## src/sv/bbr_pkg.sv

```systemverilog
package bbr_pkg;

   localparam int BufferBits  = 64;
   localparam int MaxReadBits = 32;
   localparam int FillWidth   = $clog2(BufferBits + 1);
   localparam int CountWidth  = 6;
   localparam int ByteWidth   = 8;
   localparam int SkipWidth   = 4;
   localparam int WindowBits  = MaxReadBits + ByteWidth;

   localparam logic [ByteWidth-1:0] StuffByte = 8'h7f;

   typedef enum logic [2:0] {
      OP_PUSH  = 3'd0,
      OP_GET   = 3'd1,
      OP_SHOW  = 3'd2,
      OP_SKIP  = 3'd3,
      OP_APEEK = 3'd4,
      OP_QUERY = 3'd5
   } op_type;

   typedef enum logic [1:0] {
      STATUS_OK        = 2'd0,
      STATUS_UNDERFLOW = 2'd1,
      STATUS_FULL      = 2'd2
   } status_type;

   typedef struct packed {
      logic [FillWidth-1:0]   fill_after;
      logic                   aligned;
      status_type             status;
      logic [MaxReadBits-1:0] bits;
   } result_type;

endpackage

```

## src/sv/bbr_exec.sv

```systemverilog
// One request against the bit buffer. The buffer is kept left-justified:
// the oldest bit sits at the top, and bits below the fill level are zero.
module bbr_exec (
   input  logic [2:0]                         op,
   input  logic [bbr_pkg::ByteWidth-1:0]      byte_in,
   input  logic [bbr_pkg::CountWidth-1:0]     count,
   input  logic [bbr_pkg::BufferBits-1:0]     store,
   input  logic [bbr_pkg::FillWidth-1:0]      fill,
   output logic [bbr_pkg::BufferBits-1:0]     store_next,
   output logic [bbr_pkg::FillWidth-1:0]      fill_next,
   output bbr_pkg::result_type                result
);

   logic [bbr_pkg::CountWidth-1:0]  cnt;
   logic [bbr_pkg::FillWidth-1:0]   cnt_ext;
   logic [bbr_pkg::SkipWidth-1:0]   skip;
   logic [bbr_pkg::FillWidth-1:0]   skip_need;
   logic [bbr_pkg::WindowBits-1:0]  window;
   logic [bbr_pkg::WindowBits-1:0]  window_sh;
   logic [bbr_pkg::MaxReadBits-1:0] top_bits;
   logic [bbr_pkg::CountWidth-1:0]  rjust;
   logic [bbr_pkg::MaxReadBits-1:0] peek_val;
   logic [bbr_pkg::BufferBits-1:0]  push_word;
   logic [2:0]                      align_sum;

   always_comb begin
      if (count > bbr_pkg::CountWidth'(bbr_pkg::MaxReadBits)) begin
         cnt = bbr_pkg::CountWidth'(bbr_pkg::MaxReadBits);
      end else begin
         cnt = count;
      end
   end

   assign cnt_ext = bbr_pkg::FillWidth'(cnt);

   // bits left in the current byte, or a whole stuffing byte when aligned
   always_comb begin
      skip = bbr_pkg::SkipWidth'(fill[2:0]);
      if (fill[2:0] == 3'd0 &&
          store[bbr_pkg::BufferBits-1 -: bbr_pkg::ByteWidth] == bbr_pkg::StuffByte) begin
         skip = bbr_pkg::SkipWidth'(bbr_pkg::ByteWidth);
      end
   end

   assign skip_need = bbr_pkg::FillWidth'(skip) + cnt_ext;

   // shared barrel shifter: offset is 0 except for the aligned peek
   assign window    = store[bbr_pkg::BufferBits-1 -: bbr_pkg::WindowBits];
   assign window_sh = (op == bbr_pkg::OP_APEEK) ? (window << skip) : window;
   assign top_bits  = window_sh[bbr_pkg::WindowBits-1 -: bbr_pkg::MaxReadBits];
   assign rjust     = bbr_pkg::CountWidth'(bbr_pkg::MaxReadBits) - cnt;
   assign peek_val  = top_bits >> rjust;

   assign push_word = {byte_in, {(bbr_pkg::BufferBits - bbr_pkg::ByteWidth){1'b0}}} >> fill;
   assign align_sum = fill[2:0] + count[2:0];

   always_comb begin
      store_next        = store;
      fill_next         = fill;
      result.bits       = '0;
      result.status     = bbr_pkg::STATUS_OK;
      result.aligned    = 1'b0;
      unique case (op)
         bbr_pkg::OP_PUSH: begin
            if (fill > bbr_pkg::FillWidth'(bbr_pkg::BufferBits - bbr_pkg::ByteWidth)) begin
               result.status = bbr_pkg::STATUS_FULL;
            end else begin
               store_next = store | push_word;
               fill_next  = fill + bbr_pkg::FillWidth'(bbr_pkg::ByteWidth);
            end
         end
         bbr_pkg::OP_GET, bbr_pkg::OP_SHOW, bbr_pkg::OP_SKIP: begin
            if (cnt != '0) begin
               if (cnt_ext > fill) begin
                  result.status = bbr_pkg::STATUS_UNDERFLOW;
               end else begin
                  if (op != bbr_pkg::OP_SKIP) begin
                     result.bits = peek_val;
                  end
                  if (op != bbr_pkg::OP_SHOW) begin
                     store_next = store << cnt;
                     fill_next  = fill - cnt_ext;
                  end
               end
            end
         end
         bbr_pkg::OP_APEEK: begin
            if (cnt != '0) begin
               if (fill[2:0] == 3'd0 &&
                   fill < bbr_pkg::FillWidth'(bbr_pkg::ByteWidth)) begin
                  result.status = bbr_pkg::STATUS_UNDERFLOW;
               end else if (skip_need > fill) begin
                  result.status = bbr_pkg::STATUS_UNDERFLOW;
               end else begin
                  result.bits = peek_val;
               end
            end
         end
         bbr_pkg::OP_QUERY: begin
            result.aligned = (align_sum == 3'd0);
         end
         default: begin
         end
      endcase
      result.fill_after = fill_next;
   end

endmodule

```

## src/sv/bitstream_bit_reader.sv

```systemverilog
// MSB-first bit reader over a 64-bit buffer. Push appends a byte; get, show,
// skip and aligned peek each read up to 32 bits from the front through one
// barrel shifter, and aligned query reports whether fill plus count is byte
// aligned. One word is accepted every cycle while the result side does not
// stall, and each gives exactly one result word (request register, then
// result register); the buffer and fill level update in the cycle the request
// leaves the request register, so back-to-back requests see each other's
// effects. An underflow or a push into a full buffer reports its status and leaves the buffer unchanged.
module bitstream_bit_reader (
   input  logic        clock,
   input  logic        reset,
   input  logic        req_tvalid,
   output logic        req_tready,
   input  logic [15:0] req_tdata,   // byte_in[7:0], count[13:8], zero pad
   input  logic [2:0]  req_tuser,   // op
   output logic        rsp_tvalid,
   input  logic        rsp_tready,
   output logic [47:0] rsp_tdata    // bits[31:0], status[33:32], aligned[34],
                                    // fill_after[41:35], zero pad
);

   logic                                s1_valid_ff, s1_valid_in;
   logic [2:0]                          s1_op_ff;
   logic [bbr_pkg::ByteWidth-1:0]       s1_byte_ff;
   logic [bbr_pkg::CountWidth-1:0]      s1_count_ff;
   logic                                rsp_valid_ff, rsp_valid_in;
   bbr_pkg::result_type                 rsp_data_ff;
   logic [bbr_pkg::BufferBits-1:0]      store_ff, store_in;
   logic [bbr_pkg::FillWidth-1:0]       fill_ff, fill_in;
   bbr_pkg::result_type                 result;
   logic                                advance;
   logic                                req_take;

   assign advance  = s1_valid_ff && (!rsp_valid_ff || rsp_tready);
   assign req_take = req_tvalid && req_tready;

   assign req_tready = !s1_valid_ff || advance;

   bbr_exec u_exec (
      .op         (s1_op_ff),
      .byte_in    (s1_byte_ff),
      .count      (s1_count_ff),
      .store      (store_ff),
      .fill       (fill_ff),
      .store_next (store_in),
      .fill_next  (fill_in),
      .result     (result)
   );

   always_comb begin
      s1_valid_in = s1_valid_ff;
      if (req_take) begin
         s1_valid_in = 1'b1;
      end else if (advance) begin
         s1_valid_in = 1'b0;
      end
   end

   always_comb begin
      rsp_valid_in = rsp_valid_ff;
      if (advance) begin
         rsp_valid_in = 1'b1;
      end else if (rsp_tready) begin
         rsp_valid_in = 1'b0;
      end
   end

   always_ff @(posedge clock) begin
      if (reset) begin
         s1_valid_ff  <= 1'b0;
         rsp_valid_ff <= 1'b0;
         store_ff     <= '0;
         fill_ff      <= '0;
      end else begin
         s1_valid_ff  <= s1_valid_in;
         rsp_valid_ff <= rsp_valid_in;
         if (advance) begin
            store_ff <= store_in;
            fill_ff  <= fill_in;
         end
      end
   end

   always_ff @(posedge clock) begin
      if (req_take) begin
         s1_op_ff    <= req_tuser;
         s1_byte_ff  <= req_tdata[7:0];
         s1_count_ff <= req_tdata[13:8];
      end
      if (advance) begin
         rsp_data_ff <= result;
      end
   end

   assign rsp_tvalid = rsp_valid_ff;
   assign rsp_tdata  = {6'b0, rsp_data_ff};

endmodule

```

## config.mk

```make
export PLATFORM = sky130hd
export DESIGN_NAME = bitstream_bit_reader
export DESIGN_NICKNAME = d
export VERILOG_FILES = /design/src/sv/bbr_pkg.sv /design/src/sv/bbr_exec.sv /design/src/sv/bitstream_bit_reader.sv
export SDC_FILE = /design/constraint.sdc
export NUM_CORES = 1
export LEC_CHECK = 0
export CAP_MARGIN = 20
export CORE_MARGIN = 3
export CORE_UTILIZATION = 35
export DETAILED_ROUTE_END_ITERATION = 16
export DONT_BUFFER_PORTS = 1
export GPL_TIMING_DRIVEN = 0
export REMOVE_ABC_BUFFERS = 1
export SYNTH_ARGS = -nofsm -noshare
export SYNTH_HDL_FRONTEND = slang
export SYNTH_SLANG_ARGS = --single-unit
```

## constraint.sdc

```tcl
create_clock -name clock -period 12.9 [get_ports clock]
set_input_delay 2.58 -clock clock [delete_from_list [all_inputs] [get_ports clock]]
set_output_delay 2.58 -clock clock [all_outputs]
set_load 0.02 [all_outputs]
```

==> impl_metrics.yaml <==
hold_path:
  min_path_type: "flip-flop to flip-flop"
  min_path_cells: 2
floorplanning:
  start_util: 0.356
  num_rows: 74
  die_x_um: 210
  core_um2: 41000
  dieArea_um2: 44200
  die_y_um: 210
  boundaryPins: 73
timing:
  skew_ns: 0.0153
  rsz0062_at_grt: "no"
  fin_crit_ns: 6.16
  setup_violations: 0
  whs_ns: 0.530
  slew_headroom: 0.179
  final_hold_viol_count: 0
  fin_crit_sh: 0.477
  slew_violations: 0
  tightestPinTransition_ns: 1.23
  timing.fmax_mhz: 162
cts:
  cts_buffers: 17
  cts_hold_buf: 0
  cts.htree.levels: 4
  cts_buffer_depth: 2
  insertion_delay_ns: 0.47
  cts_setup_buffers: 0
  cts_root_buffer: "clkbuf_16"
  cts_tree: "done"
  clock-sinks: 132
  clk_pin_slew_worst_paths_ns: 0.07
  cts_resized: 0
pwr:
  sw_frac_of_total: 0.329
  intPower_uw: 882
  p_clk_frac: 0.400
  ir_worst_vdd_mv: 0.101
  power_density_nw_per_um2: 84.2
  power.leakage_nw: 5.56
  p_switching_uw: 432
  combPwrFrac: 0.229
  seqPwrFrac: 0.371
drt:
  drt-initial-drc-count: 1760
  finalWirelength_mm: 55.7
  drtPass1Iterations: 6
  vias: 14617
  drc: 0
  wl_per_cell_um: 25.5
  via_per_inst: 6.70
  antenna_left: 0
worst_setup_path:
  r2r_cells: 19
  critPathArrivalTime_ns: 6.37
  crit_path_end_kind: "flip-flop"
  path_class: "flip-flop to flip-flop"
  critPathMaxFanout: 54
  cp.required_ns: 13.12
  start_kind: "flip-flop"
synthesis:
  yosys_warnings: 0
  ys_types: 87
  syn_area_per_cell_um2: 8.24
  synth_edf_count: 59
  yosys_register_bits: 132
  synth_ff_type: "dfxtp_1"
  synthCells: 1772
  syn_area_um2: 14600
  yosysSeqAreaShare: 0.222
  synthArstFlopShare: 0
global_route:
  grt_pass1_wl_mm: 84.7
  grt_pass1_vias: 13785
  gr-total-overflow: 0
  grtUsageMet3: 0.0625
  track_usage: 0.246
  antenna_found_initial: 1
  met1_usage: 0.338
  grt_max_degree: 74
  busiest_layer: "met2"
  use_met2: 0.361
final_layout:
  final_cell_mix: "mux2i_1, a21oi_1, nand2_1"
  multi_input_area_um2: 10500
  nets: 1683
  syn_to_final_growth_pct: 7.01
  final_util: 0.381
  drive_gt1_frac: 0.132
  fillers: 4147
  layout.area.seq_um2: 3240
  antenna_cells: 0
  final_common_cell: "mux2i_1"
placement:
  io_buffers: 0
  dp_hpwl_mm: 39.8
  gp_congestion: 0.940
flow_run:
  drv_cap: 0
status:
  status: "complete, no violations"
==> synth_stat cells (all sizes together) (20+ instances only) <==
cell type,instances,area (um^2)
a211oi,41,313
a21oi,188,945
a31oi,25,156
buf,82,475
clkbuf,112,420
dfxtp,73,1460
edfxtp,59,1770
ha,20,250
inv,25,93.8
mux2,37,417
mux2i,209,2100
mux4,70,1580
nand2,157,589
nand2b,20,125
nand3,38,195
nor2,131,494
nor3,82,420
o21ai,144,721
==> layer usage <==
layer,vias to the layer above,share of wire
met4,2,0.051
met5,-,0.00022
met2,974,0.43
li1,6444,-
met3,180,0.11
met1,7017,0.41
==> per-stage QoR <==
stage	setup slack [ns]	area, um^2	std cells	power, mW	TNS, ns
3_5_place_dp	6.85	15000	2150	0.787	0
2_1_floorplan	0.184	13700	1584	0.691	0
6_report	6.74	15600	2183	1.31	0
3_3_place_gp	-7.03	14400	2116	0.778	-451.57
5_1_grt	6.41	15600	2183	1.36	0
4_1_cts	6.82	15600	2182	1.31	0
==> path summary, 6_finish.rpt <==
check / from / endpoint / slack, ns
min reg2reg: s1_valid_ff / rsp_tvalid / 0.53
min: s1_valid_ff / rsp_tvalid / 0.53
max: s1_count_ff[5] / rsp_tdata[13] / 6.74
max reg2reg: s1_count_ff[5] / rsp_tdata[13] / 6.74
==> registers in the layout (all words and copies together) (netlist names) <==
register / cells
fill_ff: 7
rsp_tdata: 42
rsp_tvalid: 1
s1_byte_ff: 8
s1_count_ff: 6
s1_op_ff: 3
s1_valid_ff: 1
store_ff: 64
==> worst max-delay path: stages, from the launching register on <==
cell and delay (ns):
edfxtp_1 1.17, nand2b_4 0.57, buf_16 0.34, inv_2 0.16, buf_12 0.21, ha_1 0.25, ha_1 0.20, a21oi_1 0.21
o21ai_0 0.14, a21oi_1 0.18, xnor2_1 0.15, ha_1 0.17, a21o_1 0.11, a21oi_1 0.08, and4b_1 0.21, o21a_1 0.22
o211ai_1 0.57, buf_4 0.30, nor2_1 0.13, a221o_1 0.41
==> cell type report <==
cell class / count / share of cell area
clock buffer: 21 / 0.0303
clock inverter: 11 / 0.00953
inverter: 26 / 0.00633
multi-input combinational: 1426 / 0.670
sequential: 132 / 0.207
tap: 532 / 0.0426
timing repair buffer: 35 / 0.0339
==> power by group through the flow <==
stage	logic [mW]	registers, mW	clock network (mW)
detailed placement	0.292	0.495	0
global route	0.323	0.489	0.552
floorplan	0.206	0.485	0
global placement	0.280	0.497	0
CTS	0.293	0.486	0.532
finish	0.301	0.488	0.526
==> cells by family (layout without fill, tap and decap cells) <==
kind of cell | count (synthesis) | after routing | synth area share
compound gates | 547 | 547 | 0.233
simple gates | 520 | 520 | 0.168
mux | 316 | 316 | 0.281
buf+inv | 220 | 93 | 0.0681
flops | 132 | 132 | 0.222
fa+ha+maj | 22 | 22 | 0.0199
xor+xnor | 14 | 14 | 0.00840
other cells | 1 | 7 | 0.000257
No activity file was read; power rests on OpenSTA's default activity.
